==> config.mk <==
export PLATFORM = sky130hd
export DESIGN_NAME = range_jump_point_segmenter
export DESIGN_NICKNAME = d
export VERILOG_FILES = /design/src/sv/rjps_pkg.sv /design/src/sv/range_jump_point_segmenter.sv /design/src/sv/rjps_regs.sv /design/src/sv/rjps_ctrl.sv /design/src/sv/rjps_dp.sv
export SDC_FILE = /design/constraint.sdc
export NUM_CORES = 2
export LEC_CHECK = 0
export BUFFER_PORTS_ARGS = -buffer_cell sky130_fd_sc_hd__buf_2
export CELL_PAD_IN_SITES_DETAIL_PLACEMENT = 1
export CELL_PAD_IN_SITES_GLOBAL_PLACEMENT = 1
export CORE_AREA = 5 5 448 450
export DETAILED_ROUTE_END_ITERATION = 7
export DIE_AREA = 0 0 453 455
export PLACE_DENSITY = 0.72
export SLEW_MARGIN = 0
export SYNTH_ARGS = -nofsm -noshare
export SYNTH_HDL_FRONTEND = slang
export SYNTH_SLANG_ARGS = --single-unit
==> constraint.sdc <==
create_clock -name clk -period 9.7 [get_ports clk]
set_input_delay 1.94 -clock clk [delete_from_list [all_inputs] [get_ports clk]]
set_output_delay 1.94 -clock clk [all_outputs]
set_load 0.01 [all_outputs]
==> src/sv/rjps_pkg.sv <==
// Shared types and constants for the range-jump point segmenter.
// No dependencies; used by every module of the block.
`timescale 1ns / 1ps
`default_nettype none
package rjps_pkg;

  localparam int MinPointsBits = 13;
  localparam int RatioBits     = 16;
  localparam int JumpMinBits   = 20;
  localparam int GapBits       = 20;
  localparam int ExtentFloor   = 102;  // 0.1 m in 1/1024 m units

  localparam int CfgAddrBits   = 4;
  localparam int CfgDataBits   = 32;

  typedef enum logic [1:0] {
    REG_MIN_POINTS = 2'd0,
    REG_JUMP_RATIO = 2'd1,
    REG_JUMP_MIN   = 2'd2,
    REG_GAP_ABS    = 2'd3
  } reg_idx_t;

  typedef struct packed {
    logic [MinPointsBits-1:0] min_points;
    logic [RatioBits-1:0]     jump_ratio;
    logic [JumpMinBits-1:0]   jump_min;
    logic [GapBits-1:0]       gap_abs;
  } cfg_t;

  typedef enum logic [2:0] {
    MUL_X     = 3'd0,
    MUL_Y     = 3'd1,
    MUL_DX    = 3'd2,
    MUL_DY    = 3'd3,
    MUL_RATIO = 3'd4,
    MUL_THR   = 3'd5
  } mul_sel_t;

  typedef struct packed {
    logic     latch_in;
    logic     mul_go;
    mul_sel_t mul_sel;
    logic     acc_load;
    logic     rad_load;
    logic     sqrt_step;
    logic     d2_load;
    logic     thr_load;
    logic     div_start;
    logic     div_step;
    logic     load_out;
    logic     eos;
    logic     clr_cluster;
    logic     add_point;
    logic     clr_prev;
  } dp_cmd_t;

  typedef struct packed {
    logic sqrt_done;
    logic div_done;
    logic split;
    logic report;
    logic out_free;
    logic have_prev;
    logic last;
  } dp_stat_t;

endpackage
`default_nettype wire

==> src/sv/range_jump_point_segmenter.sv <==
// Range-jump point segmenter, top level: config registers, controller and
// datapath. Depends on rjps_pkg, rjps_regs, rjps_ctrl, rjps_dp.
//
// Points are taken one at a time: in_stall stays high until the current
// point is through. The range square root resolves one bit per cycle and
// six squares/products go through one shared multiplier. The first point of
// a scan skips the jump test. Each reported cluster also runs the bit-serial
// centroid dividers (x and y run side by side), plus any wait on out_stall.
// A finished word sits in the output register while the next point is taken.
`timescale 1ns / 1ps
`default_nettype none
module range_jump_point_segmenter #(
  parameter int MAX_CLUSTER_POINTS = 4096,
  parameter int COORD_BITS         = 24
) (
  input  logic                                    clk,
  input  logic                                    rst,
  input  logic                                    psel,
  input  logic                                    penable,
  input  logic                                    pwrite,
  input  logic [rjps_pkg::CfgAddrBits-1:0]        paddr,
  input  logic [rjps_pkg::CfgDataBits-1:0]        pwdata,
  output logic [rjps_pkg::CfgDataBits-1:0]        prdata,
  output logic                                    pready,
  input  logic                                    in_valid,
  output logic                                    in_stall,
  input  logic signed [COORD_BITS-1:0]            point_x,
  input  logic signed [COORD_BITS-1:0]            point_y,
  input  logic                                    last_in_scan,
  output logic                                    out_valid,
  input  logic                                    out_stall,
  output logic signed [COORD_BITS-1:0]            centroid_x,
  output logic signed [COORD_BITS-1:0]            centroid_y,
  output logic [COORD_BITS-1:0]                   extent_x,
  output logic [COORD_BITS-1:0]                   extent_y,
  output logic [$clog2(MAX_CLUSTER_POINTS+1)-1:0] point_count,
  output logic                                    end_of_scan,
  output logic                                    overflow
);
  import rjps_pkg::*;

  cfg_t     cfg;
  dp_cmd_t  cmd;
  dp_stat_t stat;

  rjps_regs u_regs (
    .clk     (clk),
    .rst     (rst),
    .psel    (psel),
    .penable (penable),
    .pwrite  (pwrite),
    .paddr   (paddr),
    .pwdata  (pwdata),
    .prdata  (prdata),
    .pready  (pready),
    .cfg     (cfg)
  );

  rjps_ctrl u_ctrl (
    .clk      (clk),
    .rst      (rst),
    .in_valid (in_valid),
    .in_stall (in_stall),
    .stat     (stat),
    .cmd      (cmd)
  );

  rjps_dp #(
    .MAX_CLUSTER_POINTS (MAX_CLUSTER_POINTS),
    .COORD_BITS         (COORD_BITS)
  ) u_dp (
    .clk          (clk),
    .rst          (rst),
    .cfg          (cfg),
    .cmd          (cmd),
    .stat         (stat),
    .point_x      (point_x),
    .point_y      (point_y),
    .last_in_scan (last_in_scan),
    .out_valid    (out_valid),
    .out_stall    (out_stall),
    .centroid_x   (centroid_x),
    .centroid_y   (centroid_y),
    .extent_x     (extent_x),
    .extent_y     (extent_y),
    .point_count  (point_count),
    .end_of_scan  (end_of_scan),
    .overflow     (overflow)
  );

endmodule
`default_nettype wire

==> src/sv/rjps_regs.sv <==
// APB-style configuration registers of the segmenter.
// Depends on rjps_pkg.
`timescale 1ns / 1ps
`default_nettype none
module rjps_regs (
  input  logic                            clk,
  input  logic                            rst,
  input  logic                            psel,
  input  logic                            penable,
  input  logic                            pwrite,
  input  logic [rjps_pkg::CfgAddrBits-1:0] paddr,
  input  logic [rjps_pkg::CfgDataBits-1:0] pwdata,
  output logic [rjps_pkg::CfgDataBits-1:0] prdata,
  output logic                            pready,
  output rjps_pkg::cfg_t                  cfg
);
  import rjps_pkg::*;

  logic     wr_en;
  reg_idx_t idx;

  assign pready = 1'b1;
  assign wr_en  = psel & penable & pwrite & pready;
  assign idx    = reg_idx_t'(paddr[3:2]);

  always_ff @(posedge clk) begin
    if (rst) begin
      cfg.min_points <= MinPointsBits'(3);
      cfg.jump_ratio <= RatioBits'(6554);
      cfg.jump_min   <= JumpMinBits'(51);
      cfg.gap_abs    <= GapBits'(512);
    end else if (wr_en) begin
      case (idx)
        REG_MIN_POINTS: cfg.min_points <= pwdata[MinPointsBits-1:0];
        REG_JUMP_RATIO: cfg.jump_ratio <= pwdata[RatioBits-1:0];
        REG_JUMP_MIN:   cfg.jump_min   <= pwdata[JumpMinBits-1:0];
        REG_GAP_ABS:    cfg.gap_abs    <= pwdata[GapBits-1:0];
        default: ;
      endcase
    end
  end

  always_comb begin
    case (idx)
      REG_MIN_POINTS: prdata = CfgDataBits'(cfg.min_points);
      REG_JUMP_RATIO: prdata = CfgDataBits'(cfg.jump_ratio);
      REG_JUMP_MIN:   prdata = CfgDataBits'(cfg.jump_min);
      REG_GAP_ABS:    prdata = CfgDataBits'(cfg.gap_abs);
      default:        prdata = '0;
    endcase
  end

endmodule
`default_nettype wire

==> src/sv/rjps_ctrl.sv <==
// Sequencing state machine of the segmenter: drives datapath commands.
// Depends on rjps_pkg.
`timescale 1ns / 1ps
`default_nettype none
module rjps_ctrl (
  input  logic               clk,
  input  logic               rst,
  input  logic               in_valid,
  output logic               in_stall,
  input  rjps_pkg::dp_stat_t stat,
  output rjps_pkg::dp_cmd_t  cmd
);
  import rjps_pkg::*;

  typedef enum logic [15:0] {
    S_IDLE = 16'h0001,
    S_MX   = 16'h0002,
    S_MY   = 16'h0004,
    S_RAD  = 16'h0008,
    S_SQRT = 16'h0010,
    S_DX   = 16'h0020,
    S_DY   = 16'h0040,
    S_D2   = 16'h0080,
    S_THR  = 16'h0100,
    S_TSQ  = 16'h0200,
    S_CMP  = 16'h0400,
    S_CHK  = 16'h0800,
    S_DIV  = 16'h1000,
    S_EMIT = 16'h2000,
    S_CLR  = 16'h4000,
    S_ADD  = 16'h8000
  } state_t;

  state_t state, state_next;
  logic   eos_phase, eos_phase_next;

  assign in_stall = (state != S_IDLE);

  always_ff @(posedge clk) begin
    if (rst) begin
      state     <= S_IDLE;
      eos_phase <= 1'b0;
    end else begin
      state     <= state_next;
      eos_phase <= eos_phase_next;
    end
  end

  always_comb begin
    state_next     = state;
    eos_phase_next = eos_phase;
    cmd            = '0;
    cmd.mul_sel    = MUL_X;
    cmd.eos        = eos_phase;
    case (state)
      S_IDLE: begin
        if (in_valid) begin
          cmd.latch_in   = 1'b1;
          eos_phase_next = 1'b0;
          state_next     = S_MX;
        end
      end
      S_MX: begin
        cmd.mul_go  = 1'b1;
        cmd.mul_sel = MUL_X;
        state_next  = S_MY;
      end
      S_MY: begin
        cmd.acc_load = 1'b1;
        cmd.mul_go   = 1'b1;
        cmd.mul_sel  = MUL_Y;
        state_next   = S_RAD;
      end
      S_RAD: begin
        cmd.rad_load = 1'b1;
        state_next   = S_SQRT;
      end
      S_SQRT: begin
        if (stat.sqrt_done) begin
          state_next = stat.have_prev ? S_DX : S_ADD;
        end else begin
          cmd.sqrt_step = 1'b1;
        end
      end
      S_DX: begin
        cmd.mul_go  = 1'b1;
        cmd.mul_sel = MUL_DX;
        state_next  = S_DY;
      end
      S_DY: begin
        cmd.acc_load = 1'b1;
        cmd.mul_go   = 1'b1;
        cmd.mul_sel  = MUL_DY;
        state_next   = S_D2;
      end
      S_D2: begin
        cmd.d2_load = 1'b1;
        cmd.mul_go  = 1'b1;
        cmd.mul_sel = MUL_RATIO;
        state_next  = S_THR;
      end
      S_THR: begin
        cmd.thr_load = 1'b1;
        state_next   = S_TSQ;
      end
      S_TSQ: begin
        cmd.mul_go  = 1'b1;
        cmd.mul_sel = MUL_THR;
        state_next  = S_CMP;
      end
      S_CMP: begin
        state_next = stat.split ? S_CHK : S_ADD;
      end
      S_CHK: begin
        if (stat.report) begin
          cmd.div_start = 1'b1;
          state_next    = S_DIV;
        end else begin
          state_next = S_CLR;
        end
      end
      S_DIV: begin
        if (stat.div_done) begin
          state_next = S_EMIT;
        end else begin
          cmd.div_step = 1'b1;
        end
      end
      S_EMIT: begin
        if (stat.out_free) begin
          cmd.load_out = 1'b1;
          state_next   = S_CLR;
        end
      end
      S_CLR: begin
        cmd.clr_cluster = 1'b1;
        if (eos_phase) begin
          cmd.clr_prev = 1'b1;
          state_next   = S_IDLE;
        end else begin
          state_next = S_ADD;
        end
      end
      S_ADD: begin
        cmd.add_point = 1'b1;
        if (stat.last) begin
          eos_phase_next = 1'b1;
          state_next     = S_CHK;
        end else begin
          state_next = S_IDLE;
        end
      end
      default: state_next = S_IDLE;
    endcase
  end

endmodule
`default_nettype wire

==> src/sv/rjps_dp.sv <==
// Datapath of the segmenter: shared multiplier, iterative square root,
// two iterative dividers, cluster accumulators and the output register.
// Depends on rjps_pkg.
`timescale 1ns / 1ps
`default_nettype none
module rjps_dp #(
  parameter int MAX_CLUSTER_POINTS = 4096,
  parameter int COORD_BITS         = 24
) (
  input  logic                                        clk,
  input  logic                                        rst,
  input  rjps_pkg::cfg_t                              cfg,
  input  rjps_pkg::dp_cmd_t                           cmd,
  output rjps_pkg::dp_stat_t                          stat,
  input  logic signed [COORD_BITS-1:0]                point_x,
  input  logic signed [COORD_BITS-1:0]                point_y,
  input  logic                                        last_in_scan,
  output logic                                        out_valid,
  input  logic                                        out_stall,
  output logic signed [COORD_BITS-1:0]                centroid_x,
  output logic signed [COORD_BITS-1:0]                centroid_y,
  output logic [COORD_BITS-1:0]                       extent_x,
  output logic [COORD_BITS-1:0]                       extent_y,
  output logic [$clog2(MAX_CLUSTER_POINTS+1)-1:0]     point_count,
  output logic                                        end_of_scan,
  output logic                                        overflow
);
  import rjps_pkg::*;

  localparam int CW   = COORD_BITS;
  localparam int NW   = $clog2(MAX_CLUSTER_POINTS + 1);
  localparam int SW   = CW + NW;
  localparam int MW   = (CW > JumpMinBits) ? CW : JumpMinBits;
  localparam int PW   = (NW > MinPointsBits) ? NW : MinPointsBits;
  localparam int CNTW = $clog2(SW + 1);

  // current word
  logic signed [CW-1:0] cur_x, cur_y;
  logic                 cur_last;
  // previous point
  logic signed [CW-1:0] prev_x, prev_y;
  logic [CW-1:0]        prev_range;
  logic                 have_prev;
  // cluster accumulators
  logic [NW-1:0]        run_count;
  logic signed [SW-1:0] sum_x_acc, sum_y_acc;
  logic signed [CW-1:0] lo_x, hi_x, lo_y, hi_y;
  logic                 count_overflowed;
  // multiplier
  logic [MW-1:0]        mul_a, mul_b;
  logic [2*MW-1:0]      prod, acc;
  // square root
  logic [2*CW-1:0]      rad;
  logic [CW:0]          sq_rem;
  logic [CW-1:0]        root;
  logic [CW+2:0]        sq_sh, sq_trial;
  logic [CNTW-1:0]      iter;
  // jump test
  logic [2*CW:0]        d2;
  logic [MW-1:0]        thr;
  logic [CW-1:0]        rmin, rdiff, ratio_q;
  logic signed [CW:0]   dx, dy;
  // dividers
  logic [SW-1:0]        qx, qy;
  logic [NW-1:0]        remx, remy;
  logic [NW:0]          rsx, rsy;
  logic                 neg_x, neg_y;
  logic [SW-1:0]        magsx, magsy;
  logic [CW-1:0]        cx_mag, cy_mag;
  logic [CW:0]          ext_x_w, ext_y_w;
  logic [CW-1:0]        ext_x, ext_y;
  logic [CW-1:0]        most_pos;

  assign most_pos = {1'b0, {(CW-1){1'b1}}};

  function automatic logic [CW-1:0] mag_c(input logic signed [CW-1:0] v);
    logic [CW-1:0] r;
    r = v[CW-1] ? CW'(-v) : CW'(v);
    return r;
  endfunction

  function automatic logic [CW-1:0] mag_d(input logic signed [CW:0] v);
    logic [CW:0] r;
    r = v[CW] ? -v : v;
    return r[CW-1:0];
  endfunction

  assign dx = {cur_x[CW-1], cur_x} - {prev_x[CW-1], prev_x};
  assign dy = {cur_y[CW-1], cur_y} - {prev_y[CW-1], prev_y};

  always_comb begin
    case (cmd.mul_sel)
      MUL_X:     begin mul_a = MW'(mag_c(cur_x)); mul_b = MW'(mag_c(cur_x)); end
      MUL_Y:     begin mul_a = MW'(mag_c(cur_y)); mul_b = MW'(mag_c(cur_y)); end
      MUL_DX:    begin mul_a = MW'(mag_d(dx));    mul_b = MW'(mag_d(dx));    end
      MUL_DY:    begin mul_a = MW'(mag_d(dy));    mul_b = MW'(mag_d(dy));    end
      MUL_RATIO: begin mul_a = MW'(cfg.jump_ratio); mul_b = MW'(rmin);       end
      MUL_THR:   begin mul_a = thr;               mul_b = thr;               end
      default:   begin mul_a = '0;                mul_b = '0;                end
    endcase
  end

  // range test terms; root holds the current point's range after the sqrt
  assign rmin    = (root < prev_range) ? root : prev_range;
  assign rdiff   = (root > prev_range) ? root - prev_range : prev_range - root;
  assign ratio_q = prod[CW+15:16];

  assign sq_sh    = {sq_rem, rad[2*CW-1 -: 2]};
  assign sq_trial = (CW+3)'({root, 2'b01});

  assign rsx = {remx, qx[SW-1]};
  assign rsy = {remy, qy[SW-1]};

  assign magsx = sum_x_acc[SW-1] ? SW'(-sum_x_acc) : SW'(sum_x_acc);
  assign magsy = sum_y_acc[SW-1] ? SW'(-sum_y_acc) : SW'(sum_y_acc);

  always_ff @(posedge clk) begin
    if (cmd.latch_in) begin
      cur_x    <= point_x;
      cur_y    <= point_y;
      cur_last <= last_in_scan;
    end
    if (cmd.mul_go) prod <= mul_a * mul_b;
    if (cmd.acc_load) acc <= prod;
    if (cmd.rad_load) begin
      rad    <= acc[2*CW-1:0] + prod[2*CW-1:0];
      sq_rem <= '0;
      root   <= '0;
      iter   <= '0;
    end else if (cmd.sqrt_step) begin
      rad  <= {rad[2*CW-3:0], 2'b00};
      iter <= iter + 1'b1;
      if (sq_sh >= sq_trial) begin
        sq_rem <= (CW+1)'(sq_sh - sq_trial);
        root   <= {root[CW-2:0], 1'b1};
      end else begin
        sq_rem <= sq_sh[CW:0];
        root   <= {root[CW-2:0], 1'b0};
      end
    end else if (cmd.div_start) begin
      iter <= '0;
    end else if (cmd.div_step) begin
      iter <= iter + 1'b1;
    end
    if (cmd.d2_load) d2 <= (2*CW+1)'(acc) + (2*CW+1)'(prod);
    if (cmd.thr_load) begin
      thr <= (MW'(ratio_q) < MW'(cfg.jump_min)) ? MW'(cfg.jump_min) : MW'(ratio_q);
    end
    if (cmd.div_start) begin
      // rounded division: (|sum| + n/2) / n
      qx    <= magsx + SW'(run_count >> 1);
      qy    <= magsy + SW'(run_count >> 1);
      remx  <= '0;
      remy  <= '0;
      neg_x <= sum_x_acc[SW-1];
      neg_y <= sum_y_acc[SW-1];
    end else if (cmd.div_step) begin
      if (rsx >= (NW+1)'(run_count)) begin
        remx <= NW'(rsx - (NW+1)'(run_count));
        qx   <= {qx[SW-2:0], 1'b1};
      end else begin
        remx <= rsx[NW-1:0];
        qx   <= {qx[SW-2:0], 1'b0};
      end
      if (rsy >= (NW+1)'(run_count)) begin
        remy <= NW'(rsy - (NW+1)'(run_count));
        qy   <= {qy[SW-2:0], 1'b1};
      end else begin
        remy <= rsy[NW-1:0];
        qy   <= {qy[SW-2:0], 1'b0};
      end
    end
  end

  // previous point and cluster state
  always_ff @(posedge clk) begin
    if (rst || cmd.clr_prev) begin
      prev_x     <= '0;
      prev_y     <= '0;
      prev_range <= '0;
      have_prev  <= 1'b0;
    end else if (cmd.add_point) begin
      prev_x     <= cur_x;
      prev_y     <= cur_y;
      prev_range <= root;
      have_prev  <= 1'b1;
    end
    if (rst || cmd.clr_cluster) begin
      run_count        <= '0;
      sum_x_acc        <= '0;
      sum_y_acc        <= '0;
      lo_x             <= most_pos;
      lo_y             <= most_pos;
      hi_x             <= ~most_pos;
      hi_y             <= ~most_pos;
      count_overflowed <= 1'b0;
    end else if (cmd.add_point) begin
      if (run_count == NW'(MAX_CLUSTER_POINTS)) begin
        count_overflowed <= 1'b1;
      end else begin
        run_count <= run_count + 1'b1;
        sum_x_acc <= sum_x_acc + {{(SW-CW){cur_x[CW-1]}}, cur_x};
        sum_y_acc <= sum_y_acc + {{(SW-CW){cur_y[CW-1]}}, cur_y};
        if (cur_x < lo_x) lo_x <= cur_x;
        if (cur_x > hi_x) hi_x <= cur_x;
        if (cur_y < lo_y) lo_y <= cur_y;
        if (cur_y > hi_y) hi_y <= cur_y;
      end
    end
  end

  assign ext_x_w = {hi_x[CW-1], hi_x} - {lo_x[CW-1], lo_x};
  assign ext_y_w = {hi_y[CW-1], hi_y} - {lo_y[CW-1], lo_y};
  assign ext_x   = (ext_x_w[CW-1:0] < CW'(ExtentFloor)) ? CW'(ExtentFloor) : ext_x_w[CW-1:0];
  assign ext_y   = (ext_y_w[CW-1:0] < CW'(ExtentFloor)) ? CW'(ExtentFloor) : ext_y_w[CW-1:0];
  assign cx_mag  = qx[CW-1:0];
  assign cy_mag  = qy[CW-1:0];

  // output register
  always_ff @(posedge clk) begin
    if (rst) begin
      out_valid <= 1'b0;
    end else if (cmd.load_out) begin
      out_valid <= 1'b1;
    end else if (!out_stall) begin
      out_valid <= 1'b0;
    end
    if (cmd.load_out) begin
      centroid_x  <= neg_x ? -cx_mag : cx_mag;
      centroid_y  <= neg_y ? -cy_mag : cy_mag;
      extent_x    <= ext_x;
      extent_y    <= ext_y;
      point_count <= run_count;
      end_of_scan <= cmd.eos;
      overflow    <= count_overflowed;
    end
  end

  assign stat.sqrt_done = (iter == CNTW'(CW));
  assign stat.div_done  = (iter == CNTW'(SW));
  assign stat.split     = ((2*MW+1)'(d2) > (2*MW+1)'(prod)) ||
                          (MW'(rdiff) > MW'(cfg.gap_abs));
  assign stat.report    = (run_count != '0) && (PW'(run_count) >= PW'(cfg.min_points));
  assign stat.out_free  = !out_valid || !out_stall;
  assign stat.have_prev = have_prev;
  assign stat.last      = cur_last;

  a_count_bound: assert property (@(posedge clk) disable iff (rst)
    run_count <= NW'(MAX_CLUSTER_POINTS))
    else $error("cluster count above bound");

  a_ovf_count: assert property (@(posedge clk) disable iff (rst)
    out_valid && overflow |-> point_count == NW'(MAX_CLUSTER_POINTS))
    else $error("overflow flagged on unsaturated count");

  a_extent_floor: assert property (@(posedge clk) disable iff (rst)
    out_valid |-> (extent_x >= CW'(ExtentFloor)) && (extent_y >= CW'(ExtentFloor)))
    else $error("extent below floor");

  a_no_overwrite: assert property (@(posedge clk) disable iff (rst)
    cmd.load_out |-> !out_valid || !out_stall)
    else $error("output word overwritten while held");

endmodule
`default_nettype wire
# [Yosys cells after proc, flatten, opt, wreduce, memory -nomap -nowiden]
# Index checks and enable logic that the tools add are counted.
[totals] regBits=878 output_inout_bits=146
[op_classes] addsub=25 mul=1 order_cmp=15 n_eq_ne=34 mux=63 n_bitwise=3 n_reduce_logical=27
[op_table] operator="24-bit case mux with 6 select lines" n=2
[op_table] operator="16-bit case mux with 16 select lines" n=1
[op_table] operator="37-bit 2-to-1 mux" n=6
[op_table] operator="24-bit 2-to-1 mux" n=8
[op_table] operator="24-bit negator" n=6
[op_table] operator="32-bit case mux with 4 select lines" n=1
[op_table] operator="16-bit 2-to-1 mux" n=7
[op_table] operator="48-bit 2-to-1 mux" n=2
[op_table] operator="24-bit subtractor" n=4
[op_table] operator="37-bit by 12-bit adder with 37-bit output" n=2
[op_table] operator="37-bit adder" n=2
[op_table] operator="37-bit negator" n=2
[op_table] operator="24-bit greater-than comparator" n=3
[op_table] operator="24-bit less-than comparator" n=3
[op_table] operator="24-bit by 24-bit subtractor with 25-bit output" n=2
[op_table] operator="48-bit by 48-bit adder with 49-bit output" n=1
[op_table] operator="49-bit by 48-bit greater-than comparator with 1-bit output" n=1
[op_table] operator="48-bit adder" n=1
[op_table] operator="24-bit by 7-bit less-than comparator with 1-bit output, second input constant" n=2
[op_table] operator="24-bit by 24-bit multiplier with 48-bit output" n=1
[op_table] operator="14-bit by 13-bit >= comparator with 1-bit output" n=2
[op_table] operator="27-bit by 26-bit >= comparator with 1-bit output" n=1
[op_table] operator="13-bit 2-to-1 mux" n=2
[op_table] operator="13-bit subtractor" n=2
[op_table] operator="other kinds (55)" n=104

# [Depth between registers and ports, before layout]
[logic_depth] ltp_word=6 ltp_mapped=44

# [Hierarchy]
# From an unflattened synthesis, not the netlist that was laid out.
[hier_totals] hier_cells=8838 area_unflattened_um2=79388.6
[modules_own_cells] module="rjps_dp" n_inst=1 cells_each=8379 area_per_inst_um2=74819.3 seq_area_each_um2=20389.6
[modules_own_cells] module="rjps_regs" n_inst=1 cells_each=314 area_per_inst_um2=3383.2 seq_area_each_um2=1381.3
[modules_own_cells] module="rjps_ctrl" n_inst=1 cells_each=145 area_per_inst_um2=1186.1 seq_area_each_um2=340.3

# [Worst setup path before layout]
# No wires, ideal clock.
[synth_path] kind="reg-to-reg" from="register u_ctrl.state[15]" to="register u_dp.prod[47] (data pin)" setup_time_ns=0.258 t_arrival_ns=10.242 t_required_ns=9.442 slack_ns=-0.799 path_stages_with_launch=39 period_less_slack_ns=10.499 cell_sequence="dfxtp_1 > clkbuf_1 > nor4_1 > and3_1 > clkbuf_1 > nand2_1 > nand4bb_1 > clkbuf_1 > inv_2 > clkbuf_1 > nand2_1 > nand2_1 > clkbuf_1 > nand2_1 > fa_1 > inv_1 > fa_1 > inv_1 > (+3 left out) > fa_1 > inv_1 > fa_1 > inv_1 > fa_1 > ha_1 > and4_1 > and3_1 > nand2_1 > a211oi_1 > o21ai_0 > a211oi_1 > nor2_1 > o22ai_1 > o41a_1 > a21oi_1 > o21a_1 > xnor2_1"
[synth_via] elab_chain_cells=5 word_cells_on_any_way=16 classes_between="1 x mul; 11 x eq/ne; 3 x mux; 1 x reduce/logical"
[synth_lines] element="from (decl)" line="rjps_ctrl.sv:34" rtl="state_t state, state_next;"
[synth_lines] element="from (signal assigned)" line="rjps_ctrl.sv:44" rtl="state <= state_next;"
[synth_lines] element="16-bit by 10-bit equality test with 1-bit output (tied with other cells)" line="rjps_ctrl.sv:55" rtl="case (state)"
[synth_lines] element="4-bit case mux with 6 select lines *" line="rjps_ctrl.sv:55"
[synth_lines] element="3-bit equality test (tied with other cells)" line="rjps_dp.sv:92" rtl="case (cmd.mul_sel)"
[synth_lines] element="24-bit case mux with 6 select lines" line="rjps_dp.sv:92"
[synth_lines] element="24-bit by 24-bit multiplier with 48-bit output *" line="rjps_dp.sv:123" rtl="if (cmd.mul_go) prod <= mul_a * mul_b;"
[synth_lines] element="to (signal assigned)" line="rjps_dp.sv:123"
[synth_lines] element="to (decl)" line="rjps_dp.sv:51" rtl="logic [2*MW-1:0] prod, acc;"
# Every way passes the cells marked *; elsewhere a longest branch is shown, timed or not.
# A chain may end at the register's enable or synchronous reset.

# [Final worst setup path]
[layout_path] from="register u_dp.cur_x[3]" to="register u_dp.prod[44] (data pin)"
[layout_via] elab_chain_cells=5 word_cells_on_any_way=8 classes_between="3 x add/sub; 1 x mul; 4 x mux"
[layout_lines] element="from (decl)" line="rjps_dp.sv:38" rtl="logic signed [CW-1:0] cur_x, cur_y;"
[layout_lines] element="from (signal assigned)" line="rjps_dp.sv:119" rtl="cur_x <= point_x;"
[layout_lines] element="24-bit by 24-bit subtractor with 25-bit output" line="rjps_dp.sv:88" rtl="assign dx = {cur_x[CW-1], cur_x} - {prev_x[CW-1], prev_x};"
[layout_lines] element="24-bit negator" line="rjps_dp.sv:84" rtl="r = v[CW] ? -v : v;"
[layout_lines] element="24-bit 2-to-1 mux" line="rjps_dp.sv:84"
[layout_lines] element="24-bit case mux with 6 select lines" line="rjps_dp.sv:92"
[layout_lines] element="24-bit by 24-bit multiplier with 48-bit output *" line="rjps_dp.sv:123"
# Marks and branches as above.

==> results summary <==
The flow ran to the end, but the final reports show violations. The final reports fail on negative setup slack. Summing over every cut layer, the via total after detailed routing is 69570. In this run the register-to-register setup slack is -0.66 ns. The routed design has 287000 um of wire. The maximum achievable frequency is 0.09649 GHz. The detail-routed via count per cell came out at 5.571. The overall die area is 0.2061 mm2. The layout cell share with drive strength beyond 1 is 0.1723. The mapped cell area came out at 0.07804 mm2. The kind of critical path is flop to flop. The final count of hold timing violations is 0. The maximum number of pins on one net before global-route repair came out at 105.

Leaving out fill and tap cells, the most frequent cells in the layout are nand2_1, inv_1, buf_4. Among the stages of the critical path, the cell type that occurs most often is fa_1. The adder and majority gate portion of the synthesized area is 0.2421. The number of warnings printed during yosys synthesis came out at 0.

Along the worst hold path, the cell count comes to 0. The worst hold path terminates at u_dp.acc[47]. The via count of the first global-routing pass came out at 74470.

The final critical-path required period is 10.36 ns. The post-route clock period utilization is 1.068. The setup slack at placement came out at -1.211 ns. The core region is 0.1962 mm2. The mean instance size in the synthesized netlist is 8.732 um2. The congestion estimate from routability-driven global placement came to 0.9593. The worst setup path is captured at a flop. The number of nets in the finished design is 11060. TritonCTS built the clock tree. The worst hold path begins at u_dp.prod[47]. The dominant combinational cell family by area after synthesis is adder cells. The clock-pin slew reported for the worst setup and hold paths after clock tree synthesis is 0.06 ns. The arrival time at the worst endpoint came out at 10.81 ns.

The basic-gate share of the synthesized area counting and, or, nand and nor cells is 0.1660. After detailed routing, the number of remaining DRC violations is 0. The largest stage delay on the critical path is 0.57 ns. The number of buffers between clock root and the deepest sink is 3. Setup repair after global routing could not meet its margin everywhere. The clock reaches the later pin of the worst-skew pair after 0.79 ns. The post-synthesis xor/xnor area fraction is 0.05982. The number of rows in the core area is 163. The height of the die came out at 455 um.

The number of synthesized flops with an enable pin came out at 453. The worst clock skew on the final layout is 0.09234 ns. The worst-case reg-to-reg path depth came out at 43.

The number of sinks on the clock net is 878. Summed over all nets, the half-perimeter wirelength after detailed placement is 224700 um. Buffers placed on the I/O ports in this run total 210. The effective utilization at floorplan is 0.3978.

The endpoint identified for the worst register-to-register timing path is u_dp.prod[44]. The multiplexer share of the synthesized area is 0.02217. The share of the synthesized area in compound gates (AO/OA/AOI/OAI) came to 0.1595. The synthesis-to-finish area growth came out at 20.20%. In the synthesized netlist the async set-or-reset flop fraction comes to 0.

The H-tree generated during clock tree synthesis spans 3 levels. The path class of the lowest-slack min-delay path is flop to flop. The worst setup path is launched from a flop. The total global routing overflow came out at 0. The most used flip-flop cell after synthesis is edfxtp_1.

The final-report max-slew violation count was 0. The iteration-0 DRC count of the detailed router is 4210. The most common cell after layout, fill and taps aside is nand2_1. The largest individual stage delay along the critical path comes from the cell fa_1. The worst-path maximum fanout came out at 5.

Of the synthesized area, sequential elements account for 0.2833. The top-level I/O count is 238. In this run, post-CTS hold repair placed 0 buffers.

In the final routed layout, each cell accounts on average for 22.98 um. The remaining max-slew budget at the tightest pin is 0.2310. In the synthesized netlist, the number of instances is 8937. In the post-route analysis, the smallest setup slack over all paths is -0.6642 ns. In this run the critical register-to-register path is launched from u_dp.cur_x[3]. The total of endpoints with negative setup slack in the final report came out at 23. The register bit total from synthesis is 878. At the pin with the least slew margin, the transition time is 1.138 ns. The antenna violation net count after detailed routing came out at 0. The data required time at the worst endpoint is 10.15 ns.

In the global route stage, overall resource usage came out at 0.2684. The count of maximum capacitance violations is 0. The number of buffers inserted during clock tree synthesis is 106.

The global-route wire length before repair is 435100 um. The root buffer cell chosen for the clock tree is clkbuf_16. The die is 453 um wide. The initial antenna violation count came to 16. The unique cell type count in the Yosys netlist came out at 104. The number of detailed-routing iterations run before antenna repair is 7.
## cell type report
| class | instances | area [um2] |
|---|---|---|
| multi-input combinational | 6711 | 52830 |
| inverter | 959 | 3600 |
| fill | 22830 | 102400 |
| antenna | 6 | 15.01 |
| sequential | 878 | 22110 |
| clock inverter | 44 | 643.1 |
| tap | 2640 | 3303 |
| timing repair buffer | 1095 | 8189 |
| clock buffer | 155 | 3113 |
## worst max-delay path, delay by kind of cell (launching register included)
family	cells	cell delay (ns)
xor gates and xnor gates	2	0.29
buffers and inverters	13	1.52
adders and majority gates	9	4.35
muxes	1	0.24
and+or+nand+nor	7	0.95
AOI/OAI and AO/OA	11	2.23
DFF	1	0.42
## layer usage
metal / vias to the layer above / part of all wire / wire length (um) / GRT usage
li1: 32200 / - / - / -
met1: 35150 / 0.40 / 115500 / 0.3237
met2: 1648 / 0.49 / 141900 / 0.4731
met3: 567 / 0.047 / 13360 / 0.03258
met4: 6 / 0.056 / 16210 / 0.1337
met5: - / 0.00015 / 44 / 0
## metrics by stage
step / utilization / cells / hold slack, ns / cell area, um2 / TNS (ns)
3_5_place_dp: 0.4449 / 12190 / 0.4192 / 87290 / -18.29
4_1_cts: 0.4714 / 12450 / 0.4089 / 92490 / -5.411
5_1_grt: 0.4781 / 12480 / 0.4306 / 93800 / -16.12
3_3_place_gp: 0.4449 / 12190 / 0.4148 / 87290 / -12.74
6_report: 0.4781 / 12490 / 0.4206 / 93810 / -8.721
2_1_floorplan: - / 8948 / 0.4090 / 78340 / -0.01353
## timing repair
action,CTS,global route
resized for setup,228,225
pin swaps,130,170
setup buffers,59,55
endpoints found under the setup margin,29,28
## synthesized netlist by cell type (16+ instances only)
cell type | n | share of area
inv_1 | 956 | 0.046
buf_1 | 26 | 0.0013
nand3b_1 | 16 | 0.0015
nor3_1 | 85 | 0.0055
a21o_1 | 271 | 0.026
and2_1 | 124 | 0.0099
o41ai_1 | 32 | 0.0036
a21oi_1 | 665 | 0.043
nand4_1 | 85 | 0.0068
mux2i_1 | 120 | 0.015
and3_1 | 57 | 0.0046
or4_1 | 43 | 0.0041
o211ai_1 | 39 | 0.0038
o21a_1 | 58 | 0.0056
or3_1 | 68 | 0.0055
a211o_1 | 21 | 0.0024
nand3_1 | 211 | 0.014
nor2_1 | 437 | 0.021
ha_1 | 718 | 0.12
dfxtp_1 | 425 | 0.11
a221oi_1 | 34 | 0.0038
o31ai_1 | 62 | 0.0060
edfxtp_1 | 453 | 0.17
or2_2 | 21 | 0.0017
nor3b_1 | 27 | 0.0026
nor2b_1 | 76 | 0.0061
xor2_1 | 185 | 0.021
o21ai_1 | 20 | 0.0013
a21boi_0 | 27 | 0.0026
mux2_2 | 21 | 0.0030
xnor2_1 | 348 | 0.039
nand2_1 | 1360 | 0.065
a31oi_1 | 47 | 0.0038
fa_1 | 495 | 0.13
nor4_1 | 27 | 0.0022
clkbuf_1 | 335 | 0.016
o31a_1 | 16 | 0.0018
nand2b_1 | 93 | 0.0075
a211oi_1 | 52 | 0.0050
o21ai_0 | 460 | 0.030
o21bai_1 | 49 | 0.0047
## kinds of logic after synthesis
| group | count (synthesis) |
|---|---|
| compound gates | 1995 |
| mux | 154 |
| xor+xnor | 533 |
| other cells | 2 |
| buf+inv | 1359 |
| flops | 878 |
| simple gates | 2803 |
| fa+ha+maj | 1213 |
## flip-flops by register name (all words and copies together), names as in the netlist, 25 cells and up
| signal | flops |
|---|---|
| u_dp.prod | 48 |
| u_dp.qy | 37 |
| u_dp.qx | 37 |
| u_dp.sq_rem | 25 |
| u_regs.cfg | 69 |
| u_dp.rad | 48 |
| u_dp.d2 | 49 |
| u_dp.acc | 48 |
| u_dp.sum_x_acc | 37 |
| u_dp.sum_y_acc | 37 |
## worst max path at each step
| stage | startpoint | end | slack, ns | cells past startpoint |
|---|---|---|---|---|
| finish | u_dp.cur_x[3] | u_dp.prod[44] | -0.66 | 43 |
| global route | u_dp.cur_y[3] | u_dp.prod[44] | -0.98 | 45 |
| CTS | u_dp.cur_y[0] | u_dp.prod[47] | -0.58 | 41 |
| detailed placement | u_dp.cur_x[0] | u_dp.prod[47] | -1.21 | 42 |
| global placement | u_dp.cur_x[0] | u_dp.prod[47] | -1.03 | 42 |
| floorplan | u_dp.cur_x[7] | u_dp.prod[47] | -0.01 | 40 |
Power is not shown: default switching activity piles up to over one toggle a cycle in this logic, so the estimate is an artifact.
